--- src/hw/rtl/trb_pkg.sv ---
// Package of the timestamp reorder buffer: sizes, payload structs, config
// record, chain control and sequencer state. No dependencies.
package trb_pkg;

  // Buffer geometry and limits
  localparam int BufferDepth = 64;
  localparam int TagBits     = 16;
  localparam int ResultLimit = 56;

  localparam int TsW      = 32;
  localparam int OutTagW  = 16;
  localparam int StepW    = 10;
  localparam int MarkW    = 7;
  localparam int CountW   = $clog2(BufferDepth + 1);
  localparam int ResultW  = $clog2(ResultLimit + 1);
  localparam int CmpW     = (CountW > MarkW) ? CountW : MarkW;
  localparam int CfgIdxW  = 3;
  localparam int CfgDataW = 32;

  // Register reset values
  localparam logic [StepW-1:0] AudioStepRst = StepW'(20);
  localparam logic [StepW-1:0] VideoStepRst = StepW'(33);
  localparam logic [MarkW-1:0] HighMarkRst  = MarkW'(50);
  localparam logic [MarkW-1:0] LowMarkRst   = MarkW'(10);
  localparam logic [TsW-1:0]   MinSpanRst   = TsW'(5000);

  // Input transaction
  typedef struct packed {
    logic [15:0]    packet_tag;
    logic           audio_flag;
    logic [TsW-1:0] timestamp;
  } in_item_t;

  // Output transaction
  typedef struct packed {
    logic [OutTagW-1:0] out_tag;
    logic               out_audio_flag;
    logic [TsW-1:0]     out_timestamp;
    logic               last;
  } out_item_t;

  // One held entry of the sorted chain
  typedef struct packed {
    logic [TagBits-1:0] tag;
    logic               audio_flag;
    logic [TsW-1:0]     ts;
  } entry_t;

  // Operation broadcast to every cell
  typedef struct packed {
    logic ins;
    logic pop;
  } cell_ctl_t;

  // Configuration register file contents
  typedef struct packed {
    logic             buffer_enable;
    logic             rewrite_enable;
    logic [StepW-1:0] audio_step;
    logic [StepW-1:0] video_step;
    logic [MarkW-1:0] high_mark;
    logic [MarkW-1:0] low_mark;
    logic [TsW-1:0]   min_span;
  } cfg_t;

  // Register indexes
  typedef enum logic [CfgIdxW-1:0] {
    CfgBufferEnable  = 3'd0,
    CfgRewriteEnable = 3'd1,
    CfgAudioStep     = 3'd2,
    CfgVideoStep     = 3'd3,
    CfgHighMark      = 3'd4,
    CfgLowMark       = 3'd5,
    CfgMinSpan       = 3'd6
  } cfg_idx_e;

  // Sequencer states
  typedef enum logic [2:0] {
    StIdle,
    StBypass,
    StForce,
    StInsert,
    StCheck
  } ctrl_state_e;

endpackage

--- src/hw/rtl/trb_ctrl.sv ---
// Sequencer of the reorder buffer: entry count, newest timestamp, per-kind
// counters, drain decision, pending and output registers. Depends on trb_pkg.
module trb_ctrl (
  input  logic                       clk_i,
  input  logic                       rst_ni,
  input  trb_pkg::cfg_t              cfg_i,
  input  logic                       in_valid_i,
  output logic                       in_ready_o,
  input  trb_pkg::in_item_t          in_item_i,
  output logic                       out_valid_o,
  input  logic                       out_ready_i,
  output trb_pkg::out_item_t         out_item_o,
  input  trb_pkg::entry_t            head_i,
  output trb_pkg::cell_ctl_t         chain_ctl_o,
  output trb_pkg::entry_t            new_entry_o,
  output logic [trb_pkg::CountW-1:0] count_o
);

  localparam int CountW  = trb_pkg::CountW;
  localparam int ResultW = trb_pkg::ResultW;
  localparam int CmpW    = trb_pkg::CmpW;
  localparam int TsW     = trb_pkg::TsW;

  trb_pkg::ctrl_state_e state_q, state_d;

  trb_pkg::in_item_t  item_q;
  trb_pkg::out_item_t pend_q, pend_d, out_q, out_d, emit_item, push_item;
  logic               pend_v_q, pend_v_d, out_v_q, out_v_d;
  logic [CountW-1:0]  count_q, count_d;
  logic [ResultW-1:0] emit_n_q, emit_n_d;
  logic [TsW-1:0]     newest_q, newest_d;
  logic [TsW-1:0]     acnt_q, acnt_d, vcnt_q, vcnt_d;
  logic               drain_en_q, drain_en_d;

  logic           out_free, drain_cond;
  logic           latch, emit, ins, push_out, push_pend;
  logic [TsW-1:0] span, emit_ts;

  // Drain condition on the current chain contents
  assign out_free   = !out_v_q || out_ready_i;
  assign span       = newest_q - head_i.ts;
  assign drain_cond = drain_en_q
                   && (emit_n_q < ResultW'(trb_pkg::ResultLimit))
                   && (count_q != '0)
                   && (CmpW'(count_q) >= CmpW'(cfg_i.low_mark))
                   && (span >= cfg_i.min_span);

  // Head entry as it leaves, with optional generated timestamp
  always_comb begin
    if (cfg_i.rewrite_enable) begin
      emit_ts = head_i.audio_flag ? acnt_q : vcnt_q;
    end else begin
      emit_ts = head_i.ts;
    end
    emit_item.out_tag        = trb_pkg::OutTagW'(head_i.tag);
    emit_item.out_audio_flag = head_i.audio_flag;
    emit_item.out_timestamp  = emit_ts;
    emit_item.last           = 1'b0;
  end

  // Next state
  always_comb begin
    state_d = state_q;
    unique case (state_q)
      trb_pkg::StIdle: begin
        if (in_valid_i) begin
          if (!cfg_i.buffer_enable) begin
            state_d = trb_pkg::StBypass;
          end else if (count_q == CountW'(trb_pkg::BufferDepth)) begin
            state_d = trb_pkg::StForce;
          end else begin
            state_d = trb_pkg::StInsert;
          end
        end
      end
      trb_pkg::StBypass: begin
        if (out_free) begin
          state_d = trb_pkg::StIdle;
        end
      end
      trb_pkg::StForce:  state_d = trb_pkg::StInsert;
      trb_pkg::StInsert: state_d = trb_pkg::StCheck;
      trb_pkg::StCheck: begin
        if (!drain_cond && (!pend_v_q || out_free)) begin
          state_d = trb_pkg::StIdle;
        end
      end
      default: state_d = trb_pkg::StIdle;
    endcase
  end

  // Actions per state
  always_comb begin
    in_ready_o = 1'b0;
    latch      = 1'b0;
    emit       = 1'b0;
    ins        = 1'b0;
    push_out   = 1'b0;
    push_pend  = 1'b0;
    push_item  = pend_q;
    unique case (state_q)
      trb_pkg::StIdle: begin
        in_ready_o = 1'b1;
        latch      = in_valid_i;
      end
      trb_pkg::StBypass: begin
        push_out                 = out_free;
        push_item.out_tag        = trb_pkg::OutTagW'(trb_pkg::TagBits'(item_q.packet_tag));
        push_item.out_audio_flag = item_q.audio_flag;
        push_item.out_timestamp  = item_q.timestamp;
        push_item.last           = 1'b1;
      end
      trb_pkg::StForce: begin
        emit = 1'b1;
      end
      trb_pkg::StInsert: begin
        ins = 1'b1;
      end
      trb_pkg::StCheck: begin
        // Pending result leaves once the next decision is known
        emit           = drain_cond && (!pend_v_q || out_free);
        push_pend      = pend_v_q && out_free;
        push_out       = push_pend;
        push_item.last = !drain_cond;
      end
      default: begin
        in_ready_o = 1'b0;
      end
    endcase
  end

  // Register updates
  always_comb begin
    count_d    = count_q;
    emit_n_d   = emit_n_q;
    newest_d   = newest_q;
    acnt_d     = acnt_q;
    vcnt_d     = vcnt_q;
    drain_en_d = drain_en_q;
    pend_v_d   = pend_v_q;
    pend_d     = pend_q;
    out_v_d    = out_v_q;
    out_d      = out_q;

    if (latch) begin
      emit_n_d = '0;
    end

    if (ins) begin
      count_d    = count_q + CountW'(1);
      drain_en_d = (CmpW'(count_q + CountW'(1)) >= CmpW'(cfg_i.high_mark));
      if (count_q == '0 || item_q.timestamp > newest_q) begin
        newest_d = item_q.timestamp;
      end
    end

    if (emit) begin
      count_d  = count_q - CountW'(1);
      emit_n_d = emit_n_q + ResultW'(1);
      pend_v_d = 1'b1;
      pend_d   = emit_item;
      if (cfg_i.rewrite_enable) begin
        if (head_i.audio_flag) begin
          acnt_d = acnt_q + TsW'(cfg_i.audio_step);
        end else begin
          vcnt_d = vcnt_q + TsW'(cfg_i.video_step);
        end
      end
    end else if (push_pend) begin
      pend_v_d = 1'b0;
    end

    if (push_out) begin
      out_v_d = 1'b1;
      out_d   = push_item;
    end else if (out_ready_i) begin
      out_v_d = 1'b0;
    end
  end

  // Control state
  always_ff @(posedge clk_i or negedge rst_ni) begin
    if (!rst_ni) begin
      state_q    <= trb_pkg::StIdle;
      count_q    <= '0;
      emit_n_q   <= '0;
      acnt_q     <= '0;
      vcnt_q     <= '0;
      drain_en_q <= 1'b0;
      pend_v_q   <= 1'b0;
      out_v_q    <= 1'b0;
    end else begin
      state_q    <= state_d;
      count_q    <= count_d;
      emit_n_q   <= emit_n_d;
      acnt_q     <= acnt_d;
      vcnt_q     <= vcnt_d;
      drain_en_q <= drain_en_d;
      pend_v_q   <= pend_v_d;
      out_v_q    <= out_v_d;
    end
  end

  // Payload registers
  always_ff @(posedge clk_i) begin
    if (latch) begin
      item_q <= in_item_i;
    end
    newest_q <= newest_d;
    pend_q   <= pend_d;
    out_q    <= out_d;
  end

  assign out_valid_o = out_v_q;
  assign out_item_o  = out_q;

  assign chain_ctl_o.ins = ins;
  assign chain_ctl_o.pop = emit;

  assign new_entry_o.tag        = trb_pkg::TagBits'(item_q.packet_tag);
  assign new_entry_o.audio_flag = item_q.audio_flag;
  assign new_entry_o.ts         = item_q.timestamp;

  assign count_o = count_q;

endmodule

--- config.mk ---
export PLATFORM = sky130hd
export DESIGN_NAME = trb_ctrl
export DESIGN_NICKNAME = d
export VERILOG_FILES = /design/src/hw/rtl/trb_pkg.sv /design/src/hw/rtl/trb_ctrl.sv
export SDC_FILE = /design/constraint.sdc
export NUM_CORES = 1
export LEC_CHECK = 0
export ABC_AREA = 1
export BUFFER_PORTS_ARGS = -buffer_cell sky130_fd_sc_hd__buf_2
export CORE_ASPECT_RATIO = 0.8
export CORE_MARGIN = 2
export CORE_UTILIZATION = 40
export CTS_CLUSTER_DIAMETER = 100
export DETAILED_ROUTE_END_ITERATION = 12
export HOLD_SLACK_MARGIN = 0.12
export PLACE_DENSITY_LB_ADDON = 0.15
export SYNTH_ARGS = -nofsm -noshare
export SYNTH_HDL_FRONTEND = slang
export SYNTH_SLANG_ARGS = --single-unit
--- constraint.sdc ---
create_clock -name clk_i -period 13.45 [get_ports clk_i]
set_input_delay 2.69 -clock clk_i [delete_from_list [all_inputs] [get_ports clk_i]]
set_output_delay 2.69 -clock clk_i [all_outputs]
set_load 0.02 [all_outputs]
; ---- Word-level counts from Yosys, hierarchy flattened
; Index checks and enable logic that the tools add are counted.
[classes]
add_sub_neg = 6
n_mul = 0
div_mod_pow = 0
order_cmp = 5
eq_ne = 8
shifts = 0
muxes = 24
n_bitwise = 1
n_reduce_logical = 24
[op_table]
columns = op, count
row1 = 32-bit by 10-bit adder with 32-bit output, 2
row2 = 32-bit 2-to-1 mux, 2
row3 = 49-bit 2-to-1 mux, 1
row4 = 32-bit >= comparator, 1
row5 = 32-bit greater-than comparator, 1
row6 = 32-bit subtractor, 1
row7 = 3-bit case mux with 5 select lines, 1
row8 = 7-bit >= comparator, 2
row9 = 7-bit 2-to-1 mux, 2
row10 = 6-bit 2-to-1 mux, 2
row11 = 1-bit 2-to-1 mux, 9
row12 = 3-bit 2-to-1 mux, 3
row13 = 3-bit AND reduction, 3
row14 = 2-bit nonzero test, 4
row15 = "7-bit by 1-bit adder with 7-bit output, second input constant", 1
row16 = "7-bit equality test, second input constant", 1
row17 = 1-bit logical AND, 7
row18 = 7-bit logical NOT, 1
row19 = 7-bit nonzero test, 1
row20 = "7-bit by 1-bit subtractor with 7-bit output, second input constant", 1
row21 = "6-bit by 1-bit adder with 6-bit output, second input constant", 1
row22 = "3-bit by 2-bit equality test with 1-bit output, second input constant", 2
row23 = "6-bit less-than comparator, second input constant", 1
row24 = "2-bit != test, second input constant", 3
row25 = other kinds (9), 15
[word_totals]
ff_bits = 263
latchBits = 0
ramBits = 0
mem_bits_ro = 0
input_bits = 170
output_inout_bits = 110
wordCells = 87
n_memories = 0

; ---- Depth between registers and ports, before layout
; Gate-level depths: netlist of the first run.
[depth]
word_depth = 9
depth_mapped = 32
ltp_nobuf = 31

; ---- Worst setup path after synthesis of the first run
; OpenSTA, ideal clock, no wires.
[synth_timing]
path_type = in2out
start = input head_i[2] (netlist bit)
end = output chain_ctl_o[0] (netlist bit)
arrival_ns = 6.008
t_required_ns = 10.760
slack_ns = 4.752
stages = 25
n_path_buf = 3
cell_sequence = inv_1 ha_1 a21oi_1 nand2_1 a21boi_0 inv_1 a21oi_1 nand3b_1 nand2_1 nand2_1 nand2_1 ha_1 nand2_1 nor2_1 nand2_1 nor3_2 nand2_1 clkinv_1 nand2_1 nand2_2 nand3_4 nand2_4 buf_12 buf_4 buf_4
[synth_between]
elab_chain_len = 5
[synth_lines]
columns = item, line_no
row1 = "start, declared", trb_ctrl.sv:13  ; input trb_pkg::entry_t head_i,
row2 = 32-bit subtractor, trb_ctrl.sv:41  ; assign span = newest_q - head_i.ts;
row3 = 32-bit >= comparator, trb_ctrl.sv:46  ; && (span >= cfg_i.min_span);
row4 = 1-bit logical AND, trb_ctrl.sv:46
row5 = 1-bit logical AND, trb_ctrl.sv:121  ; emit = drain_cond && (!pend_v_q || out_free);
row6 = 1-bit case mux with 2 select lines, trb_ctrl.sv:101  ; unique case (state_q)
row7 = "end, declared", trb_ctrl.sv:14  ; output trb_pkg::cell_ctl_t chain_ctl_o,
; Every way passes these cells.

==> flow_summary.json, run 1 <==
{
  "tritoncts": "yes",
  "final_hold_viol_count": 0,
  "synth-async-reset-ratio_pct": 31.6,
  "vias": 14524,
  "grt_pass1_vias": 13864,
  "worstSetupPathType": "in2out",
  "gp_congestion": 0.948,
  "avgViaCountPerCell": 5.14,
  "core_um2": 40800,
  "r2r_setup_slack_ns": 7.66,
  "syn_to_final_growth_pct": 17.2,
  "die_x_um": 232,
  "setup_tns_ns": 0,
  "ios": 280,
  "hold_slack_ns": 0.473,
  "routedWlPerCell_um": 18.8,
  "synth_ff_type": "edfxtp_1",
  "die_h_um": 186,
  "fillers": 4069,
  "ctsRootBufferMaster": "clkbuf_16",
  "antenna_found_initial": 1,
  "hpwlAfterDp_um": 41600,
  "vdd_drop_max_v": 0.000110,
  "hold_class": "reg2reg",
  "critPathLaunchType": "input pin",
  "port_buffers": 279,
  "rows": 66,
  "seq_area_um2": 7480,
  "dr.pass1.iters": 5,
  "cap_violations": 0,
  "timing.rr.start": "newest_q[0]$_DFFE_PP_",
  "netlist_instances": 1981,
  "power_frac_comb_pct": 41.1,
  "min_from": "acnt_q[29]$_DFFE_PN0P_",
  "worstPathArrival_ns": 6.27,
  "ff2ff_path_depth": 32,
  "crit_required_ns": 10.76,
  "status": "finished clean",
  "cts_setup_buffers": 0,
  "fin_crit_ns": 8.96,
  "pwr-share-seq_pct": 36.9,
  "initial_core_util_pct": 40.7,
  "cts_buffers": 30,
  "cts_max_level": 1,
  "cp-startpoint": "head_i[0]",
  "p_per_area_nw_per_um2": 184,
  "rsz0062_at_grt": "no",
  "clock_path_buffers": 3,
  "clkPwrFrac_pct": 21.9,
  "clock.fmax_ghz": 0.112,
  "clock-sinks": 263,
  "post-route-period-util_pct": 66.6,
  "postSynthNetCount": 2286,
  "rr_endpoint": "acnt_q[9]$_DFFE_PN0P_",
  "ys_warn_count": 0,
  "multi_input_area_um2": 7910,
  "synth_edf_count": 180,
  "syn-cell-area_um2": 16600,
  "p_int_mw": 2.06,
  "track_usage_pct": 24.2,
  "synth.distinct_cells": 46,
  "cp_max_fo": 6,
  "relSlewSlack_pct": 29.7,
  "grt_pass1_wl_um": 80200,
  "p_leak_nw": 9.50,
  "hold_buffers": 0,
  "seq_area_frac_synth_pct": 45.0,
  "synth-seq-cells": 263,
  "post_cts_resized": 0,
  "grt_max_degree": 68,
  "endpoint": "chain_ctl_o[0]",
  "fin_worst_skew_ns": 0.0137,
  "grt_overflow": 0,
  "drive_above_1_share_pct": 16.4,
  "max_slew.worst_pin.slew_ns": 1.05,
  "p_switching_mw": 1.52,
  "nNetsFinal": 2563,
  "syn_avg_cell_area_um2": 8.39,
  "final_max_slew_viol_count": 0,
  "drc": 0,
  "drt_iter0_markers": 1387,
  "setup_viol": 0,
  "swShare_pct": 42.6,
  "critPathCaptureType": "output port",
  "clk_latency_ns": 0.58,
  "die_area_um2": 43200,
  "clkTransAtPathRegs_ns": 0.06,
  "wirelength_um": 53200,
  "ant_nets": 0
}
==> worst max-delay path: stages <==
cell and delay (ns):
buf_2 0.13, ha_1 0.19, inv_1 0.08, fa_1 0.24, nand3_1 0.09, nand2_1 0.11, nand3_1 0.07, nand2_1 0.17
inv_1 0.06, o21bai_1 0.34, nand2_1 0.09, nand3_1 0.19, nand3_1 0.13, nand3_1 0.09, nand2_1 0.10, ha_1 0.29
nand2_1 0.04, nor2_1 0.11, nand2_1 0.11, nor3_2 0.11, nand2_1 0.07, clkinv_1 0.04, nand2_1 0.05, nand2_2 0.16
nand3_4 0.16, nand2_4 0.13, buf_2 0.18
==> cells by family after synthesis <==
family | count (synthesis) | synth area share [%]
and+or+nand+nor | 946 | 23.8
buffers and inverters | 310 | 7.58
DFF | 263 | 45.0
AOI/OAI and AO/OA | 235 | 8.42
adders and majority gates | 135 | 10.3
xor gates and xnor gates | 92 | 4.85
==> metal layers <==
layer / vias up / GRT usage (%) / wire [µm]
met5: - / 0 / 12
li1: 7129 / - / -
met4: 2 / 3.13 / 551
met3: 42 / 4.36 / 3700
met1: 6933 / 36.5 / 25700
met2: 418 / 37.0 / 23200
==> final cells by class <==
type                       count  share of cell area [%]
antenna                        1                  0.0129
sequential                   263                    38.4
inverter                     266                    5.13
multi-input combinational   1408                    40.6
clock inverter                18                   0.733
timing repair buffer         289                    7.57
tap                          544                    3.50
clock buffer                  38                    4.01
==> synthesized netlist by cell type, types with 10 or more instances <==
| master | number | area [µm²] |
|---|---|---|
| nand2_1 | 610 | 2290 |
| inv_1 | 260 | 976 |
| edfxtp_1 | 180 | 5410 |
| nand3_1 | 135 | 676 |
| ha_1 | 132 | 1650 |
| nor2_1 | 114 | 428 |
| a21oi_1 | 93 | 465 |
| dfrtp_1 | 83 | 2080 |
| xor2_1 | 69 | 604 |
| o21ai_0 | 60 | 300 |
| nor3_1 | 28 | 140 |
| clkbuf_1 | 23 | 86.3 |
| xnor2_1 | 23 | 201 |
| nand4_1 | 20 | 125 |
| o221ai_1 | 19 | 166 |
| o211ai_1 | 16 | 120 |
| nand2_2 | 10 | 62.6 |
| nor4_1 | 10 | 62.6 |
==> worst min-delay path by stage <==
| stage | cells past startpoint | to |
|---|---|---|
| final | 2 | acnt_q[29]$_DFFE_PN0P_ |
| after global routing | 2 | acnt_q[29]$_DFFE_PN0P_ |
| after CTS | 2 | acnt_q[29]$_DFFE_PN0P_ |
| after detailed placement | 2 | acnt_q[29]$_DFFE_PN0P_ |
| after global placement | 2 | vcnt_q[31]$_DFFE_PN0P_ |
| after floorplan | 2 | acnt_q[26]$_DFFE_PN0P_ |
==> power groups by stage <==
stage,Combinational (mW),Sequential (mW),Clock [mW]
2_1_floorplan,0.869,1.44,0
3_5_place_dp,1.47,1.34,0
3_3_place_gp,1.45,1.33,0
5_1_grt,1.64,1.35,0.835
6_report,1.47,1.32,0.784
4_1_cts,1.47,1.32,0.802
==> sequential cells by signal, summed over array words and instances (netlist names) <==
register     count
pend_q          49
pend_v_q         1
state_q          3
new_entry_o     49
acnt_q          32
emit_n_q         6
out_valid_o      1
out_item_o      50
vcnt_q          32
drain_en_q       1
count_o          7
newest_q        32
==> metrics by stage <==
stage | util [%] | setup slack (ns) | power, mW | std cells | instance area (µm²)
after global routing | 47.7 | 4.17 | 3.82 | 2826 | 19500
after detailed placement | 45.5 | 4.46 | 2.81 | 2770 | 18500
after floorplan | - | 4.75 | 2.31 | 1981 | 16600
final | 47.7 | 4.49 | 3.58 | 2827 | 19500
after CTS | 47.7 | 4.46 | 3.60 | 2826 | 19500
after global placement | 45.5 | 4.48 | 2.78 | 2770 | 18500
==> placed cells by master, fill, tap and decap left out, types with 5 or more instances in the layout <==
master	n
a21o_1	7
a21oi_1	93
buf_2	278
buf_4	11
clkbuf_1	8
clkbuf_16	30
clkinv_1	7
clkinv_4	5
dfrtp_1	83
edfxtp_1	180
ha_1	132
inv_1	260
inv_2	5
nand2_1	610
nand2_2	10
nand3_1	135
nand4_1	20
nor2_1	110
nor3_1	27
nor4_1	10
o211ai_1	16
o21a_1	5
o21ai_0	60
o21ai_1	8
o21ai_2	8
o21bai_1	8
o221ai_1	19
xnor2_1	23
xor2_1	69
Note: power is estimated with default switching activity, not from simulation.
==> inputs of run 2 (changes only) <==
==> constraint.sdc (replaced) <==
create_clock -name clk_i -period 7.8 [get_ports clk_i]
set_input_delay 1.56 -clock clk_i [delete_from_list [all_inputs] [get_ports clk_i]]
set_output_delay 1.56 -clock clk_i [all_outputs]
set_load 0.02 [all_outputs]
==> flow_summary.json, run 2 (synthesis results as in run 1) <==
{
  "cts_buffers": 30,
  "crit_chain": "buf_2 -> inv_1 -> ha_1 -> a21oi_1 -> nand2_1 -> a21boi_0 -> inv_1 -> a21oi_1 -> nand3b_1 -> nand2_1 -> nand2_1 -> nand2_1 -> ha_1 -> nand2_1 -> nor2_1 -> nand2_1 -> nor3_2 -> nand2_1 -> clkinv_1 -> nand2_1 -> nand2_2 -> nand3_4 -> nand2_4 -> buf_2",
  "drc": 0,
  "grt_pass1_vias": 13642,
  "grt_overflow": 0,
  "hold_class": "reg2reg",
  "cp_max_fo": 6,
  "ctsRootBufferMaster": "clkbuf_16",
  "clock-sinks": 263,
  "die_area_um2": 43200,
  "core_um2": 40800,
  "num_antenna_cells": 0,
  "worstSetupPathType": "in2out",
  "hold_depth": 2,
  "grt_max_degree": 114,
  "r2r_setup_slack_ns": 2.68,
  "grt_pass1_wl_um": 79500,
  "relSlewSlack_pct": 31.7,
  "fin_worst_skew_ns": 0.0272,
  "ios": 280,
  "final_max_slew_viol_count": 0,
  "vias": 14427,
  "setup_viol": 0,
  "crit_required_ns": 6.24,
  "clk_latency_ns": 0.59,
  "critPathLaunchType": "input pin",
  "grtUsageMet3_pct": 4.44,
  "avgViaCountPerCell": 5.11,
  "use_met2_pct": 35.7,
  "syn_to_final_growth_pct": 17.5,
  "max_slew.worst_pin.slew_ns": 1.02,
  "routedWlPerCell_um": 18.6,
  "drive_above_1_share_pct": 16.6,
  "die_h_um": 186,
  "p_per_area_nw_per_um2": 317,
  "rsz0062_at_grt": "no",
  "rr_endpoint": "vcnt_q[5]$_DFFE_PN0P_",
  "track_usage_pct": 23.9,
  "grt.met1_usage_pct": 36.3,
  "clkTransAtPathRegs_ns": 0.06,
  "critPathMaxStageDelay_ns": 0.51,
  "hpwlAfterDp_um": 41200,
  "seq_area_um2": 7480,
  "post-route-period-util_pct": 85.4,
  "multi_input_area_um2": 7910,
  "fin_ws_ns": 1.14,
  "rows": 66,
  "p_leak_nw": 9.51,
  "tritoncts": "yes",
  "hold_end": "acnt_q[26]$_DFFE_PN0P_",
  "gp_congestion": 0.947,
  "wirelength_um": 52400,
  "port_buffers": 279,
  "fillers": 4080,
  "critPathCaptureType": "output port",
  "status": "finished clean",
  "grt_busiest_layer": "met1",
  "cts_max_level": 1,
  "largest_reg_flops": 50,
  "timing.rr.start": "newest_q[2]$_DFFE_PP_",
  "setup_tns_ns": 0,
  "cp_slowest_cell": "a21boi_0",
  "layout_commonest_cell": "nand2_1",
  "initial_core_util_pct": 40.7,
  "cap_violations": 0,
  "post_cts_resized": 0,
  "crit_top_cell": "nand2_1",
  "layout_common_cells": "nand2_1 (610), buf_2 (278), inv_1 (260)",
  "clock.fmax_ghz": 0.150,
  "vdd_drop_max_v": 0.000191,
  "nNetsFinal": 2562,
  "fin_crit_ns": 6.66,
  "ff2ff_path_depth": 24,
  "hold_buffers": 0,
  "die_x_um": 232,
  "cts_setup_buffers": 0,
  "drt_iter0_markers": 1217,
  "place_ws_ns": 1.10,
  "ant_nets": 0,
  "final_hold_viol_count": 0,
  "min_from": "acnt_q[26]$_DFFE_PN0P_",
  "antenna_found_initial": 1,
  "worstPathArrival_ns": 5.10,
  "dr.pass1.iters": 5,
  "clock_path_buffers": 3,
  "power_mw": 6.19
}
run 2: worst max path at each step:
stage	start	endpoint	slack, ns	cells past startpoint
6_report	head_i[2]	chain_ctl_o[0]	1.14	24
5_1_grt	head_i[2]	chain_ctl_o[0]	0.72	24
4_1_cts	head_i[2]	chain_ctl_o[0]	1.08	24
3_5_place_dp	head_i[2]	chain_ctl_o[0]	1.10	24
3_3_place_gp	head_i[2]	chain_ctl_o[0]	1.07	24
2_1_floorplan	head_i[2]	chain_ctl_o[0]	1.36	25
run 2: through the flow:
step                      instance area (µm²)  hold slack, ns  std cells  utilization [%]
after global routing                    19500           0.507       2825             47.8
final                                   19500           0.481       2825             47.8
after CTS                               19500           0.480       2825             47.8
after floorplan                         16600           0.442       1981                -
after detailed placement                18500           0.465       2769             45.5
after global placement                  18500           0.454       2769             45.5
run 2: worst max-delay path: cells and delay by family:
kind | cells | cell delay [ns]
and+or+nand+nor | 14 | 1.42
adders and majority gates | 2 | 0.65
AOI/OAI and AO/OA | 3 | 0.94
buffers and inverters | 5 | 0.51
run 2: power breakdown:
part,internal [mW],switching (mW)
registers,2.01,0.270
clock network,0.773,0.617
logic,0.789,1.73
run 2: metal layers:
| metal | wire, µm | up-vias | share of wire [%] |
|---|---|---|---|
| met1 | 25600 | 6870 | 49 |
| li1 | - | 7129 | - |
| met5 | 11 | - | 0.021 |
| met4 | 812 | 2 | 1.5 |
| met3 | 3340 | 53 | 6.4 |
| met2 | 22600 | 373 | 43 |
run 2: layout make-up:
| class | count | share of cell area [%] |
|---|---|---|
| tap | 544 | 3.49 |
| clock buffer | 37 | 4.14 |
| sequential | 263 | 38.3 |
| multi-input combinational | 1408 | 40.5 |
| clock inverter | 19 | 0.821 |
| inverter | 266 | 5.12 |
| timing repair buffer | 288 | 7.58 |
==> inputs of run 3 (changes only) <==
--- a/config.mk
+++ b/config.mk
@@ -8,12 +8,12 @@
 export ABC_AREA = 1
 export BUFFER_PORTS_ARGS = -buffer_cell sky130_fd_sc_hd__buf_2
 export CORE_ASPECT_RATIO = 0.8
-export CORE_MARGIN = 2
 export CORE_UTILIZATION = 40
 export CTS_CLUSTER_DIAMETER = 100
 export DETAILED_ROUTE_END_ITERATION = 12
 export HOLD_SLACK_MARGIN = 0.12
 export PLACE_DENSITY_LB_ADDON = 0.15
+export REMOVE_ABC_BUFFERS = 1
 export SYNTH_ARGS = -nofsm -noshare
 export SYNTH_HDL_FRONTEND = slang
 export SYNTH_SLANG_ARGS = --single-unit
==> flow_summary.json, run 3 (synthesis results as in run 1) <==
{
  "status": "finished clean",
  "cts_buffers": 29,
  "stdcell_count": 2825,
  "drc": 0,
  "p_int_mw": 3.52,
  "dr.pass1.iters": 6,
  "drt_iter0_markers": 1004,
  "die_area_um2": 42400,
  "grt_pass1_vias": 13796,
  "die_x_um": 230,
  "dp.cells": 2770,
  "avgViaCountPerCell": 5.08,
  "layout_commonest_cell": "nand2_1",
  "rsz0062_at_grt": "no",
  "worstPathArrival_ns": 5.35,
  "vias": 14353,
  "nNetsFinal": 2562,
  "cts_setup_buffers": 0,
  "rr_endpoint": "emit_n_q[1]$_DFFE_PN0P_",
  "wirelength_um": 52000,
  "fin_worst_skew_ns": 0.0181,
  "setup_tns_ns": 0,
  "cp-startpoint": "head_i[2]",
  "relSlewSlack_pct": 31.0,
  "cp_max_fo": 18,
  "tritoncts": "yes",
  "fin_ws_ns": 0.891,
  "ctsRootBufferMaster": "clkbuf_16",
  "hold_class": "reg2reg",
  "grt_max_degree": 81,
  "worstSetupPathType": "in2out",
  "ant_nets": 0,
  "p_per_area_nw_per_um2": 314,
  "hold_slack_ns": 0.474,
  "initial_core_util_pct": 40.7,
  "ff2ff_path_depth": 32,
  "grt_pass1_wl_um": 78400,
  "port_buffers": 279,
  "critPathLaunchType": "input pin",
  "fin_crit_ns": 6.91,
  "final_max_slew_viol_count": 0,
  "largest_reg_flops": 50,
  "clkPwrFrac_pct": 21.7,
  "max_slew.worst_pin.slew_ns": 1.03,
  "r2r_setup_slack_ns": 2.29,
  "clkTransAtPathRegs_ns": 0.07,
  "clock_path_buffers": 3,
  "syn_to_final_growth_pct": 16.9,
  "setup_viol": 0,
  "ios": 280,
  "hold_buffers": 0,
  "post-route-period-util_pct": 88.6,
  "gp_congestion": 0.942,
  "drive_above_1_share_pct": 16.3,
  "antenna_found_initial": 4,
  "clk_latency_ns": 0.57,
  "cap_violations": 0,
  "grt_overflow": 0,
  "dpl_cell_area_um2": 18500,
  "pwr-share-seq_pct": 37.3,
  "vdd_drop_max_v": 0.000208,
  "post_cts_resized": 0,
  "clock.fmax_ghz": 0.145,
  "place_ws_ns": 0.887,
  "die_h_um": 184,
  "rows": 66,
  "p_leak_nw": 9.48,
  "clock-sinks": 263,
  "hpwlAfterDp_um": 40700,
  "routedWlPerCell_um": 18.4,
  "core_um2": 40800,
  "power_frac_comb_pct": 41.1,
  "crit_required_ns": 6.24,
  "endpoint": "chain_ctl_o[0]",
  "swShare_pct": 42.2,
  "timing.rr.start": "newest_q[0]$_DFFE_PP_",
  "post-route-cell-area_um2": 19400,
  "track_usage_pct": 24.0,
  "fillers": 4066,
  "critPathCaptureType": "output port",
  "layout_common_cells": "nand2_1 (610), buf_2 (278), inv_1 (260)",
  "p_switching_mw": 2.57,
  "cts_max_level": 1,
  "final_hold_viol_count": 0
}
## run 3: cell count changes in the layout (fill, tap and decap cells not counted), moves of 2 or more
| cell | previous run | this run |
|---|---|---|
| clkbuf_1 | 4 | 6 |
| clkinv_1 | 5 | 7 |
| clkbuf_8 | 3 | 1 |
| diode_2 | 0 | 3 |
| clkinvlp_4 | 5 | 2 |
| buf_4 | 9 | 11 |
## run 3: per-stage QoR
stage / power, mW / utilization [%]
after global routing: 6.49 / 47.6
after floorplan: 3.93 / -
after detailed placement: 4.80 / 45.5
final: 6.09 / 47.6
after global placement: 4.76 / 45.5
after CTS: 6.13 / 47.6
## run 3: power by group through the flow
stage	combinational, mW	sequential [mW]	clock, mW
after floorplan	1.44	2.49	0
after global routing	2.79	2.31	1.39
after global placement	2.47	2.29	0
after detailed placement	2.51	2.30	0
final	2.50	2.27	1.32
after CTS	2.51	2.27	1.35
## run 3: worst max-delay path, stage by stage
cell and delay, ns:
buf_2 0.10, inv_1 0.13, ha_1 0.31, a21oi_1 0.16, nand2_1 0.11, a21boi_0 0.47, inv_1 0.13, a21oi_1 0.32
nand3b_1 0.19, nand2_1 0.07, nand2_1 0.05, nand2_1 0.06, ha_1 0.29, nand2_1 0.06, nor2_1 0.12, nand2_1 0.10
nor3_2 0.10, nand2_1 0.07, clkinv_1 0.04, nand2_1 0.05, nand2_2 0.20, nand3_4 0.16, nand2_4 0.26, buf_2 0.23
## run 3: how the worst min path moves through the flow
stage / from / cells after the start / to / slack [ns]
floorplan: acnt_q[26]$_DFFE_PN0P_ / 2 / acnt_q[26]$_DFFE_PN0P_ / 0.44
global placement: acnt_q[29]$_DFFE_PN0P_ / 2 / acnt_q[29]$_DFFE_PN0P_ / 0.45
detailed placement: acnt_q[29]$_DFFE_PN0P_ / 2 / acnt_q[29]$_DFFE_PN0P_ / 0.46
CTS: acnt_q[29]$_DFFE_PN0P_ / 2 / acnt_q[29]$_DFFE_PN0P_ / 0.48
global route: vcnt_q[31]$_DFFE_PN0P_ / 2 / vcnt_q[31]$_DFFE_PN0P_ / 0.51
finish: acnt_q[29]$_DFFE_PN0P_ / 2 / acnt_q[29]$_DFFE_PN0P_ / 0.47
## run 3: layout make-up
class                   count  area [µm²]  share of cell area (%)
diodes                      3        7.51                  0.0387
clock buffers              36         762                    3.92
clock inverters            16         111                   0.573
inverters                 266         998                    5.14
multi-input cells        1408        7910                    40.7
flip-flops and latches    263        7480                    38.5
well taps                 544         681                    3.50
repair buffers            289        1470                    7.59
## run 3: routing by layer
| layer | GRT usage (%) | vias up | part of all wire (%) |
|---|---|---|---|
| met3 | 3.84 | 66 | 5.5 |
| li1 | - | 7116 | - |
| met2 | 38.4 | 399 | 46 |
| met5 | 0 | - | 0.023 |
| met4 | 6.36 | 2 | 2.5 |
| met1 | 33.8 | 6770 | 46 |
